**config.mk**
```make
export PLATFORM = sky130hd
export DESIGN_NAME = wheel_speed_pi_feedforward_loop
export DESIGN_NICKNAME = d
export VERILOG_FILES = /design/src/rtl/wspi_pkg.sv /design/src/rtl/wheel_speed_pi_feedforward_loop.sv
export SDC_FILE = /design/constraint.sdc
export NUM_CORES = 2
export LEC_CHECK = 0
export ABC_AREA = 0
export BUFFER_PORTS_ARGS = -buffer_cell sky130_fd_sc_hd__clkbuf_2
export CORE_ASPECT_RATIO = 0.7
export CORE_UTILIZATION = 65
export CTS_BUF_LIST = sky130_fd_sc_hd__clkbuf_16
export DETAILED_ROUTE_END_ITERATION = 8
export HOLD_SLACK_MARGIN = 0.02
export PLACE_DENSITY = 0.82
export SLEW_MARGIN = 20
export SYNTH_ARGS = -nofsm -noshare
export SYNTH_HDL_FRONTEND = slang
export SYNTH_SLANG_ARGS = --single-unit
```
**constraint.sdc**
```tcl
create_clock -name clk -period 11.3 [get_ports clk]
set_clock_uncertainty 0.05 [all_clocks]
set_input_delay 0.565 -clock clk [delete_from_list [all_inputs] [get_ports clk]]
set_output_delay 0.565 -clock clk [all_outputs]
set_load 0.005 [all_outputs]
```
**src/rtl/wspi_pkg.sv**
```systemverilog
package wspi_pkg;

    // Speed fraction bits (Q.FRAC_BITS); gains are always Q8.8
    localparam int FRAC_BITS  = 8;
    localparam int GAIN_FRAC  = 8;
    localparam int PROD_SHIFT = FRAC_BITS + GAIN_FRAC;
    localparam int RAW_SHIFT  = 16 - FRAC_BITS;

    localparam int SPEED_W = 24;
    localparam int ERR_W   = 25;
    localparam int DERIV_W = 26;
    localparam int INTEG_W = 22;
    localparam int GAIN_W  = 16;
    localparam int TRIM_W  = 10;
    localparam int PULSE_W = 16;
    localparam int DRIVE_W = 15;
    localparam int CFG_W   = 24;
    localparam int MUL_A_W = 17;
    localparam int MUL_B_W = 26;
    localparam int PROD_W  = MUL_A_W + MUL_B_W;
    localparam int ACC_W   = 48;
    localparam int PID_W   = 32;

    // 0.7324 as unsigned Q0.16
    localparam logic [15:0] RPM_SCALE_Q16 = 16'd47999;

    localparam logic signed [SPEED_W-1:0] SPEED_ONE = SPEED_W'(1 << FRAC_BITS);
    localparam logic signed [ACC_W-1:0]   SPEED_MAX = ACC_W'(8388607);
    localparam logic signed [ACC_W-1:0]   SPEED_MIN = -ACC_W'(8388608);
    localparam logic signed [DERIV_W-1:0] INTEG_WIN = DERIV_W'(500 << FRAC_BITS);
    localparam logic signed [DERIV_W-1:0] INTEG_LIM = DERIV_W'(5000 << FRAC_BITS);
    localparam logic signed [PID_W:0]     DRIVE_LIM = (PID_W+1)'(10000);

    typedef enum logic [2:0] {
        REG_TARGET = 3'd0,
        REG_GAIN_P = 3'd1,
        REG_GAIN_I = 3'd2,
        REG_GAIN_D = 3'd3,
        REG_GAIN_FF = 3'd4,
        REG_TRIM   = 3'd5
    } cfg_idx_t;

    // Microcode fields
    typedef enum logic [2:0] {
        MS_NONE,
        MS_SCALE_PULSE,
        MS_P_ERR,
        MS_I_INTEG,
        MS_D_DERIV,
        MS_FF_TARGET
    } msel_t;

    typedef enum logic [1:0] {
        AOP_HOLD,
        AOP_LOAD,
        AOP_ADD,
        AOP_TRIM
    } aop_t;

    typedef enum logic [3:0] {
        OP_NOP,
        OP_RAW,
        OP_AVG,
        OP_ERR,
        OP_INTEG,
        OP_PID,
        OP_DRIVE,
        OP_ZERO,
        OP_OUT
    } op_t;

    typedef enum logic [1:0] {
        J_NEXT,
        J_NEAR,
        J_ALWAYS
    } jmp_t;

    typedef logic [3:0] pc_t;

    localparam pc_t STEP_OUT  = 4'd12;
    localparam pc_t STEP_ZERO = 4'd13;

    typedef struct packed {
        msel_t msel;
        aop_t  aop;
        op_t   op;
        jmp_t  jmp;
        pc_t   jaddr;
    } ucw_t;

    // Control store. The product register is loaded in one step and
    // consumed by the accumulator in the next.
    function automatic ucw_t ucode(input pc_t pc);
        ucw_t w;
        unique case (pc)
            4'd0:  w = '{MS_SCALE_PULSE, AOP_HOLD, OP_NOP,   J_NEXT,   STEP_OUT};
            4'd1:  w = '{MS_NONE,        AOP_LOAD, OP_NOP,   J_NEXT,   STEP_OUT};
            4'd2:  w = '{MS_NONE,        AOP_HOLD, OP_RAW,   J_NEXT,   STEP_OUT};
            4'd3:  w = '{MS_NONE,        AOP_HOLD, OP_AVG,   J_NEXT,   STEP_OUT};
            4'd4:  w = '{MS_NONE,        AOP_HOLD, OP_ERR,   J_NEAR,   STEP_ZERO};
            4'd5:  w = '{MS_P_ERR,       AOP_HOLD, OP_INTEG, J_NEXT,   STEP_OUT};
            4'd6:  w = '{MS_I_INTEG,     AOP_LOAD, OP_NOP,   J_NEXT,   STEP_OUT};
            4'd7:  w = '{MS_D_DERIV,     AOP_ADD,  OP_NOP,   J_NEXT,   STEP_OUT};
            4'd8:  w = '{MS_FF_TARGET,   AOP_ADD,  OP_NOP,   J_NEXT,   STEP_OUT};
            4'd9:  w = '{MS_NONE,        AOP_LOAD, OP_PID,   J_NEXT,   STEP_OUT};
            4'd10: w = '{MS_NONE,        AOP_TRIM, OP_NOP,   J_NEXT,   STEP_OUT};
            4'd11: w = '{MS_NONE,        AOP_HOLD, OP_DRIVE, J_NEXT,   STEP_OUT};
            4'd12: w = '{MS_NONE,        AOP_HOLD, OP_OUT,   J_NEXT,   STEP_OUT};
            4'd13: w = '{MS_NONE,        AOP_HOLD, OP_ZERO,  J_ALWAYS, STEP_OUT};
            default: w = '{MS_NONE,      AOP_HOLD, OP_OUT,   J_NEXT,   STEP_OUT};
        endcase
        return w;
    endfunction

endpackage

```
**src/rtl/wheel_speed_pi_feedforward_loop.sv**
```systemverilog
// Channel   | Dir | Handshake                   | Contents
// s_axis    | in  | s_axis_tvalid/s_axis_tready | enc_pulses
// m_axis    | out | m_axis_tvalid/m_axis_tready | drive, speed_now
// cfg       | in  | cfg_wr_en (no wait)         | cfg_index, cfg_data
//
// One item runs 13 microcode steps after acceptance (7 when |target| < 1.0),
// all through a single shared 17x26 multiplier with a registered product.
// The next item is taken as soon as the sequencer returns to idle, even if
// the previous result is still waiting in the output register.
// The output step stalls only while that register is still full and m_axis_tready is low.
// rst_n clears control, loop state and loads the register reset values.
module wheel_speed_pi_feedforward_loop
    import wspi_pkg::*;
(
    input  logic        clk,
    input  logic        rst_n,
    input  logic        s_axis_tvalid,
    output logic        s_axis_tready,
    input  logic [15:0] s_axis_tdata,   // [15:0] enc_pulses
    output logic        m_axis_tvalid,
    input  logic        m_axis_tready,
    output logic [39:0] m_axis_tdata,   // [14:0] drive, [38:15] speed_now, [39] zero
    input  logic        cfg_wr_en,
    input  logic [2:0]  cfg_index,
    input  logic [CFG_W-1:0] cfg_data
);

    function automatic logic signed [ACC_W-1:0] shr_trunc(
        input logic signed [ACC_W-1:0] v,
        input int unsigned s
    );
        logic signed [ACC_W-1:0] bias;
        bias = v[ACC_W-1] ? ((ACC_W'(1) <<< s) - ACC_W'(1)) : '0;
        return (v + bias) >>> s;
    endfunction

    // control and loop state
    logic                       busy_reg, busy_next;
    pc_t                        pc_reg, pc_next;
    logic                       out_valid_reg, out_valid_next;
    logic signed [SPEED_W-1:0]  target_reg, target_next;
    logic [GAIN_W-1:0]          gain_p_reg, gain_p_next;
    logic [GAIN_W-1:0]          gain_i_reg, gain_i_next;
    logic [GAIN_W-1:0]          gain_d_reg, gain_d_next;
    logic [GAIN_W-1:0]          gain_ff_reg, gain_ff_next;
    logic [TRIM_W-1:0]          trim_reg, trim_next;
    logic signed [SPEED_W-1:0]  filt_reg, filt_next;
    logic signed [INTEG_W-1:0]  integ_reg, integ_next;
    logic signed [ERR_W-1:0]    prev_reg, prev_next;

    // datapath
    logic signed [PULSE_W-1:0]  pulse_reg, pulse_next;
    logic signed [PROD_W-1:0]   prod_reg, prod_next;
    logic signed [ACC_W-1:0]    acc_reg, acc_next;
    logic signed [SPEED_W-1:0]  raw_reg, raw_next;
    logic signed [ERR_W-1:0]    err_reg, err_next;
    logic signed [DERIV_W-1:0]  deriv_reg, deriv_next;
    logic signed [PID_W-1:0]    pid_reg, pid_next;
    logic signed [DRIVE_W-1:0]  drive_reg, drive_next;
    logic signed [DRIVE_W-1:0]  drive_out_reg, drive_out_next;
    logic signed [SPEED_W-1:0]  speed_out_reg, speed_out_next;

    ucw_t                       cw;
    logic                       near_zero;
    logic                       stall;
    logic                       in_acc;
    logic signed [MUL_A_W-1:0]  mul_a;
    logic signed [MUL_B_W-1:0]  mul_b;
    logic signed [ACC_W-1:0]    raw_full;
    logic signed [SPEED_W:0]    avg_sum;
    logic signed [DERIV_W-1:0]  err_ext;
    logic signed [DERIV_W-1:0]  err_abs;
    logic signed [DERIV_W-1:0]  isum;
    logic signed [ACC_W-1:0]    trim_q;
    logic signed [PID_W-1:0]    ff_val;
    logic signed [PID_W:0]      dsum;

    assign cw            = ucode(pc_reg);
    assign near_zero     = (target_reg > -SPEED_ONE) && (target_reg < SPEED_ONE);
    assign stall         = busy_reg && (cw.op == OP_OUT) && out_valid_reg && !m_axis_tready;
    assign s_axis_tready = !busy_reg;
    assign in_acc        = s_axis_tvalid && !busy_reg;
    assign m_axis_tvalid = out_valid_reg;
    assign m_axis_tdata  = {1'b0, speed_out_reg, drive_out_reg};

    // shared multiplier operands
    always_comb
    begin
        mul_a = '0;
        mul_b = '0;
        unique case (cw.msel)
            MS_SCALE_PULSE:
            begin
                mul_a = {1'b0, RPM_SCALE_Q16};
                mul_b = MUL_B_W'(pulse_reg);
            end
            MS_P_ERR:
            begin
                mul_a = {1'b0, gain_p_reg};
                mul_b = MUL_B_W'(err_reg);
            end
            MS_I_INTEG:
            begin
                mul_a = {1'b0, gain_i_reg};
                mul_b = MUL_B_W'(integ_reg);
            end
            MS_D_DERIV:
            begin
                mul_a = {1'b0, gain_d_reg};
                mul_b = deriv_reg;
            end
            MS_FF_TARGET:
            begin
                mul_a = {1'b0, gain_ff_reg};
                mul_b = MUL_B_W'(target_reg);
            end
            MS_NONE:
            begin
                mul_a = '0;
                mul_b = '0;
            end
            default:
            begin
                mul_a = '0;
                mul_b = '0;
            end
        endcase
    end

    always_comb
    begin
        busy_next      = busy_reg;
        pc_next        = pc_reg;
        out_valid_next = out_valid_reg;
        target_next    = target_reg;
        gain_p_next    = gain_p_reg;
        gain_i_next    = gain_i_reg;
        gain_d_next    = gain_d_reg;
        gain_ff_next   = gain_ff_reg;
        trim_next      = trim_reg;
        filt_next      = filt_reg;
        integ_next     = integ_reg;
        prev_next      = prev_reg;
        pulse_next     = pulse_reg;
        prod_next      = prod_reg;
        acc_next       = acc_reg;
        raw_next       = raw_reg;
        err_next       = err_reg;
        deriv_next     = deriv_reg;
        pid_next       = pid_reg;
        drive_next     = drive_reg;
        drive_out_next = drive_out_reg;
        speed_out_next = speed_out_reg;

        raw_full = shr_trunc(acc_reg, RAW_SHIFT);
        avg_sum  = (SPEED_W+1)'(filt_reg) + (SPEED_W+1)'(raw_reg);
        err_ext  = DERIV_W'(err_reg);
        err_abs  = err_ext[DERIV_W-1] ? -err_ext : err_ext;
        isum     = DERIV_W'(integ_reg) + ((err_abs < INTEG_WIN) ? err_ext : '0);
        trim_q   = ACC_W'({trim_reg, {PROD_SHIFT{1'b0}}});
        ff_val   = PID_W'(shr_trunc(acc_reg, PROD_SHIFT));
        dsum     = (PID_W+1)'(ff_val) + (PID_W+1)'(pid_reg);

        if (cfg_wr_en)
        begin
            unique case (cfg_index)
                REG_TARGET:  target_next  = cfg_data;
                REG_GAIN_P:  gain_p_next  = cfg_data[GAIN_W-1:0];
                REG_GAIN_I:  gain_i_next  = cfg_data[GAIN_W-1:0];
                REG_GAIN_D:  gain_d_next  = cfg_data[GAIN_W-1:0];
                REG_GAIN_FF: gain_ff_next = cfg_data[GAIN_W-1:0];
                REG_TRIM:    trim_next    = cfg_data[TRIM_W-1:0];
                default:     ;
            endcase
        end

        if (out_valid_reg && m_axis_tready)
            out_valid_next = 1'b0;

        if (in_acc)
        begin
            pulse_next = s_axis_tdata;
            busy_next  = 1'b1;
            pc_next    = '0;
        end
        else if (busy_reg && !stall)
        begin
            if (cw.msel != MS_NONE)
                prod_next = mul_a * mul_b;

            unique case (cw.aop)
                AOP_LOAD: acc_next = ACC_W'(prod_reg);
                AOP_ADD:  acc_next = acc_reg + ACC_W'(prod_reg);
                AOP_TRIM: acc_next = target_reg[SPEED_W-1] ? acc_reg - trim_q
                                                          : acc_reg + trim_q;
                AOP_HOLD: acc_next = acc_reg;
                default:  acc_next = acc_reg;
            endcase

            unique case (cw.op)
                OP_RAW:
                begin
                    if (raw_full > SPEED_MAX)
                        raw_next = SPEED_MAX[SPEED_W-1:0];
                    else if (raw_full < SPEED_MIN)
                        raw_next = SPEED_MIN[SPEED_W-1:0];
                    else
                        raw_next = raw_full[SPEED_W-1:0];
                end
                OP_AVG:
                begin
                    // halve, truncating toward zero
                    filt_next = SPEED_W'((avg_sum + (SPEED_W+1)'(avg_sum[SPEED_W])) >>> 1);
                end
                OP_ERR:
                begin
                    err_next   = ERR_W'(target_reg) - ERR_W'(filt_reg);
                    deriv_next = DERIV_W'(ERR_W'(target_reg) - ERR_W'(filt_reg))
                                 - DERIV_W'(prev_reg);
                end
                OP_INTEG:
                begin
                    if (isum > INTEG_LIM)
                        integ_next = INTEG_LIM[INTEG_W-1:0];
                    else if (isum < -INTEG_LIM)
                        integ_next = INTEG_W'(-INTEG_LIM);
                    else
                        integ_next = isum[INTEG_W-1:0];
                    prev_next = err_reg;
                end
                OP_PID:
                    pid_next = PID_W'(shr_trunc(acc_reg, PROD_SHIFT));
                OP_DRIVE:
                begin
                    if (dsum > DRIVE_LIM)
                        drive_next = DRIVE_LIM[DRIVE_W-1:0];
                    else if (dsum < -DRIVE_LIM)
                        drive_next = DRIVE_W'(-DRIVE_LIM);
                    else
                        drive_next = dsum[DRIVE_W-1:0];
                end
                OP_ZERO:
                begin
                    drive_next = '0;
                    integ_next = '0;
                    prev_next  = '0;
                end
                OP_OUT:
                begin
                    drive_out_next = drive_reg;
                    speed_out_next = filt_reg;
                    out_valid_next = 1'b1;
                end
                OP_NOP:  ;
                default: ;
            endcase

            if (cw.op == OP_OUT)
            begin
                busy_next = 1'b0;
                pc_next   = '0;
            end
            else
            begin
                unique case (cw.jmp)
                    J_NEAR:   pc_next = near_zero ? cw.jaddr : pc_reg + 4'd1;
                    J_ALWAYS: pc_next = cw.jaddr;
                    J_NEXT:   pc_next = pc_reg + 4'd1;
                    default:  pc_next = pc_reg + 4'd1;
                endcase
            end
        end
    end

    always_ff @(posedge clk or negedge rst_n)
    begin
        if (!rst_n)
        begin
            busy_reg      <= 1'b0;
            pc_reg        <= '0;
            out_valid_reg <= 1'b0;
            target_reg    <= '0;
            gain_p_reg    <= 16'd819;
            gain_i_reg    <= 16'd51;
            gain_d_reg    <= 16'd13;
            gain_ff_reg   <= 16'd3072;
            trim_reg      <= '0;
            filt_reg      <= '0;
            integ_reg     <= '0;
            prev_reg      <= '0;
        end
        else
        begin
            busy_reg      <= busy_next;
            pc_reg        <= pc_next;
            out_valid_reg <= out_valid_next;
            target_reg    <= target_next;
            gain_p_reg    <= gain_p_next;
            gain_i_reg    <= gain_i_next;
            gain_d_reg    <= gain_d_next;
            gain_ff_reg   <= gain_ff_next;
            trim_reg      <= trim_next;
            filt_reg      <= filt_next;
            integ_reg     <= integ_next;
            prev_reg      <= prev_next;
        end
    end

    always_ff @(posedge clk)
    begin
        pulse_reg     <= pulse_next;
        prod_reg      <= prod_next;
        acc_reg       <= acc_next;
        raw_reg       <= raw_next;
        err_reg       <= err_next;
        deriv_reg     <= deriv_next;
        pid_reg       <= pid_next;
        drive_reg     <= drive_next;
        drive_out_reg <= drive_out_next;
        speed_out_reg <= speed_out_next;
    end

`ifndef NO_ASSERTIONS
    a_idle_pc: assert property (@(posedge clk) disable iff (!rst_n)
        !busy_reg |-> pc_reg == '0)
        else $error("sequencer idle with nonzero step counter");

    a_accept_busy: assert property (@(posedge clk) disable iff (!rst_n)
        s_axis_tvalid && s_axis_tready |=> busy_reg && pc_reg == '0)
        else $error("accepted transaction did not start the sequencer");

    a_integ_range: assert property (@(posedge clk) disable iff (!rst_n)
        (DERIV_W'(integ_reg) <= INTEG_LIM) && (DERIV_W'(integ_reg) >= -INTEG_LIM))
        else $error("integral outside its clamp");

    a_drive_range: assert property (@(posedge clk) disable iff (!rst_n)
        out_valid_reg |-> (drive_out_reg <= 15'sd10000) && (drive_out_reg >= -15'sd10000))
        else $error("drive outside saturation limits");

    a_zero_clears: assert property (@(posedge clk) disable iff (!rst_n)
        busy_reg && !stall && cw.op == OP_ZERO |=> integ_reg == '0 && prev_reg == '0)
        else $error("near-zero target did not clear loop state");
`endif

endmodule

```
## After elaboration in Yosys (flattened, before gate mapping)

Memories as Yosys holds them, arrays and structs flattened.
Index checks and enable logic that the tools add are counted.

| word-level totals | value |
|---|---|
| bits in registers | 443 |
| memories kept | 1 |
| memory bits (writable) | 0 |
| output and inout bits | 42 |
| latch bits | 0 |
| memory bits (read-only) | 192 |
| bits of input ports | 48 |

Memories:

| name | depth | width | read ports | clocked after memory_dff | wr ports | RTL line | source |
|---|---|---|---|---|---|---|---|
| (name not given) | 16 | 12 | 1 | 0 | 0 | wspi_pkg.sv:95 | `unique case (pc)` |

| cells by class | value |
|---|---|
| magnitude comparators | 9 |
| equal/unequal tests | 23 |
| div/mod/pow operators | 0 |
| bitwise logic cells | 2 |
| reduce and logical (&&, ||, !) cells | 33 |
| multiply operators | 1 |
| shift operators | 0 |
| muxes and demuxes | 28 |
| add/subtract/negate cells | 14 |

Operator list:

| kind | count |
|---|---|
| one-hot mux 48 bit (3 select lines) | 1 |
| one-hot mux 26 bit (5 select lines) | 1 |
| one-hot mux 16 bit (5 select lines) | 1 |
| two-way mux 26 bit | 2 |
| one-hot mux 25 bit (2 select lines) | 1 |
| subtractor 24 x 24 -> 25 bit | 2 |
| adder 48 x 17 -> 48 bit | 1 |
| adder 48 x 27 -> 48 bit | 1 |
| adder 48 x 43 -> 48 bit | 1 |
| adder 48 x 9 -> 48 bit | 1 |
| two-way mux 48 bit | 1 |
| subtractor 48 x 27 -> 48 bit | 1 |
| two-way mux 22 bit | 2 |
| one-hot mux 22 bit (2 select lines) | 1 |
| multiplier 17 x 26 -> 43 bit | 1 |
| > comparator 40 x 24 -> 1 bit, second input constant | 1 |
| < comparator 40 x 24 -> 1 bit, second input constant | 1 |
| adder 32 x 32 -> 33 bit | 1 |
| > comparator 33 x 15 -> 1 bit, second input constant | 1 |
| < comparator 33 x 15 -> 1 bit, second input constant | 1 |
| two-way mux 15 bit | 2 |
| one-hot mux 15 bit (2 select lines) | 1 |
| AND reduction 3 bit | 9 |
| adder 26 bit | 1 |
| 33 further kinds | 74 |

## Longest topological paths before layout

| depth | value |
|---|---|
| depth after elaboration | 9 |
| gate-level depth with buffers | 36 |

## Least setup slack after synthesis

No wires, ideal clock.

| timing | value |
|---|---|
| path kind | register -> register |
| from | register pc_reg[0] |
| to | register prod_reg[41] (data pin) |
| period minus slack after synthesis | 8.804 ns |
| path buffers | 3 |
| cell stages (with the launch flop) | 36 |
| data arrival time | 8.497 ns |
| library setup time | 0.258 ns |
| setup slack | 2.496 ns |
| cells stage by stage | dfrtp_1 ha_1 ha_1 nand2_1 and2_1 o22a_1 clkbuf_1 nor2_1 clkbuf_1 a221oi_1 clkbuf_1 nor2_1 fa_1 inv_1 fa_1 inv_1 fa_1 inv_1 fa_1 inv_1 fa_1 inv_1 fa_1 inv_1 ha_1 nand4_1 nor4_1 nor3_1 a21oi_1 o21ai_0 o21ai_0 a211oi_1 o21ai_0 a21bo_2 a21oi_1 xnor2_1 |

| on the way | value |
|---|---|
| cells in the longest elaborated chain, start to end | 4 |
| elaborated cells on any way between the ends | 9 |
| classes of those cells | mul (1); eq/ne (5); mux (2); memory (1) |

Ends and longest elaborated chain:

| what | RTL line | source |
|---|---|---|
| from (decl) | wheel_speed_pi_feedforward_loop.sv:39 | `pc_t pc_reg, pc_next;` |
| from (signal assigned) | wheel_speed_pi_feedforward_loop.sv:295 | `pc_reg <= pc_next;` |
| memory read (16 x 12 bit) (*) | - |  |
| equality test 3 bit, or another cell as far along | wheel_speed_pi_feedforward_loop.sv:91 | `unique case (cw.msel)` |
| one-hot mux 16 bit (5 select lines) or one-hot mux 26 bit (5 select lines) (tied branches) | wheel_speed_pi_feedforward_loop.sv:91 |  |
| multiplier 17 x 26 -> 43 bit (*) | wheel_speed_pi_feedforward_loop.sv:189 | `prod_next = mul_a * mul_b;` |
| to (signal assigned) | wheel_speed_pi_feedforward_loop.sv:312 | `prod_reg <= prod_next;` |
| to (decl) | wheel_speed_pi_feedforward_loop.sv:53 | `logic signed [PROD_W-1:0] prod_reg, prod_next;` |

Mark *: on every way between the ends. The rest lies on a longest branch, timed or not.
A chain may end at the register's enable or synchronous reset.

## Worst setup path in the final report

| timing | value |
|---|---|
| from | register pc_reg[2] |
| to | register prod_reg[41] (data pin) |

Same word-level chain as after synthesis.

==> flow_metrics.tcl <==
set metrics [dict create \
    place_ws_ns 1.42 \
    fp.dieH_um 226 \
    finalWorstSetupSlack_ns 1.07 \
    crit_path_max_incr_delay_ns 0.84 \
    status "finished, violations left" \
    final_hold_viol_count 0 \
    synth-xor-area-share 0.0528 \
    synth_common_cells "inv_1 (651), nand2_1 (497), fa_1 (436), nor2_1 (395), ha_1 (342)" \
    yosysMostFrequentCell "inv_1" \
    cts_made_buffers 48 \
    layout-drive-gt1-share 0.0890 \
    synth_flop_cell "edfxtp_1" \
    crit_family "adder cells" \
    fill_cells 5233 \
    drt_iter0_drc 5515 \
    timing.critical_path.from "pc_reg[2]" \
    async_flop_share 0.395 \
    synth-seq-cells 443 \
    rsz0062_at_grt "no" \
    grt_max_degree 70 \
    port_buffers 88 \
    core_area_mm2 0.0703 \
    cp-start-kind "flop" \
    cts_sinks 443 \
    largest_reg_flops 48 \
    clockBufferDepth 3 \
    slowest_stage "nand2_1" \
    synth_area_mm2 0.0466 \
    worstPathArrival_ns 10.56 \
    rr_startpoint "pc_reg[2]" \
    reg2reg_to "prod_reg[41]" \
    postCtsHoldBufs 1 \
    worstRegToRegCells 28 \
    tightest_slew_ns 1.19 \
    fmax_ghz 0.0978 \
    crit_path_max_fanout 21 \
    synth-simple-area-share 0.150 \
    endpoint "prod_reg[41]" \
    setup_viol 0 \
    grt_pass1_wl_um 218000 \
    clk_latency_ns 0.64 \
    num_vias 39500 \
    min_period_ns 10.23 \
    path_depth 28 \
    root_buffer "clkbuf_16" \
    synth_top_area_share 0.187 \
    fin_util 0.712 \
    tritoncts "yes" \
    gp_congestion 1.02 \
    clkTransAtPathRegs_ns 0.07 \
    rows 81 \
    reg2reg_slack_ns 1.07 \
    via_per_inst 6.57 \
    drtAntennaViolNets 0 \
    netlist_instances 4975 \
    setup_tns_ns 0 \
    synth_area_leaders "fa_1 (19%), edfxtp_1 (17%), ha_1 (9.2%), dfrtp_1 (8.6%), inv_1 (5.2%)" \
    yosys.area.top_type "fa_1" \
    post_drt_wl_per_cell_um 23.4 \
    cpMostUsedCell "fa_1" \
    synth_edf_count 268 \
    antenna_found_initial 7 \
    grt_usage 0.392 \
    critical_path_buf_inv_count 4 \
    yosys_warnings 0 \
    htree_levels 2 \
    place_area_mm2 0.0482 \
    ys_seq_area_frac 0.267 \
    required_ns 11.63 \
    dr.pass1.iters 9 \
    final_cell_area_mm2 0.0501 \
    wirelength_um 141000 \
    syn_area_per_cell_um2 9.36 \
    syn-num-nets 5801 \
    syn2layout_area_growth_pct 7.46 \
    grt_overflow_total 0 \
    slew_viol_final 0 \
    synth_compound_area_frac 0.157 \
    final.period_utilization 0.905 \
    muxShareOfSynthArea 0.0270 \
    drv_cap 0 \
    cts_resized 0 \
    synth_top_family_by_area "adder cells" \
    nets 5841 \
    hpwl_um 109000 \
    die_area_mm2 0.0728 \
    fp.dieW_um 322 \
    crit_type "reg -> reg" \
    ys_types 111 \
    max_slew_margin 0.201 \
    cts_setup_buffers 0 \
    start_util 0.662 \
    violations "design-rule violations" \
    end_kind "flop" \
    grt_pass1_vias 38100 \
    drc 14 \
    synth_adder_area_share 0.279 \
    io-pin-count 90 \
    min_path_type "in -> reg" \
]
==> metrics by stage <==
stage,hold WS (ns),instances
floorplan,0.219,4975
global placement,0.354,5918
detailed placement,0.356,5918
CTS,0.0412,6009
global route,0.0539,6009
finish,0.0420,6012
==> cells by family (layout without fill, tap and decap cells) <==
group | after synthesis | count (layout)
compound gates | 1075 | 1075
xor+xnor | 281 | 281
fa+ha+maj | 778 | 778
buf+inv | 821 | 901
flops | 443 | 443
mux | 113 | 113
other cells | 1 | 4
simple gates | 1463 | 1463
==> worst min path at each step <==
stage / start / to / slack (ns) / cells past startpoint
2_1_floorplan: rst_n / busy_reg / 0.22 / 0
3_3_place_gp: drive_reg[0] / drive_out_reg[0] / 0.35 / 0
3_5_place_dp: drive_reg[8] / drive_out_reg[8] / 0.36 / 0
4_1_cts: s_axis_tdata[10] / pulse_reg[10] / 0.04 / 1
5_1_grt: s_axis_tdata[10] / pulse_reg[10] / 0.05 / 1
6_report: s_axis_tdata[10] / pulse_reg[10] / 0.04 / 1
==> metal layers <==
| metal | track usage | up-vias | routed length (um) |
|---|---|---|---|
| li1 | - | 17300 | - |
| met1 | 0.551 | 19100 | 56200 |
| met2 | 0.551 | 2628 | 56400 |
| met3 | 0.157 | 413 | 22600 |
| met4 | 0.129 | 8 | 5280 |
| met5 | 0 | - | 61 |
==> layout make-up <==
| type | instances | area (um2) | share of cell area |
|---|---|---|---|
| clock buffer | 48 | 1200 | 0.0240 |
| sequential | 443 | 12400 | 0.249 |
| timing repair buffer | 159 | 982 | 0.0196 |
| clock inverter | 42 | 589 | 0.0118 |
| inverter | 652 | 2450 | 0.0489 |
| tap | 954 | 1190 | 0.0238 |
| multi-input combinational | 3711 | 31200 | 0.623 |
| antenna | 3 | 7.51 | 0.000150 |
==> worst register-to-register path: cells and delay by family, from the launching register on <==
family	cells	cell delay [ns]
compound gates	8	2.35
xor+xnor	1	0.08
fa+ha+maj	7	3.30
buf+inv	4	0.37
flops	1	0.74
simple gates	8	3.07
==> cell usage in the layout (no fill, tap or decap), drive strengths merged, types with 43 or more instances in the layout <==
master / synthesis / layout
o21a: 46 / 46
nand4: 51 / 51
nor2: 397 / 397
a211oi: 44 / 44
and3: 49 / 49
xor2: 89 / 89
ha: 342 / 342
a22o: 46 / 46
nor2b: 43 / 43
edfxtp: 268 / 268
a21o: 95 / 95
buf: 23 / 71
inv: 651 / 662
fa: 436 / 436
nor3: 81 / 81
nand2: 497 / 497
nand3: 74 / 74
and2: 62 / 62
o21ai: 223 / 223
dfrtp: 160 / 160
clkbuf: 146 / 135
xnor2: 192 / 192
mux2: 101 / 101
a21oi: 263 / 263
Power is left out: the tool's default activity adds up to more than one toggle a clock period on the data nets, which glitch-free logic cannot reach.
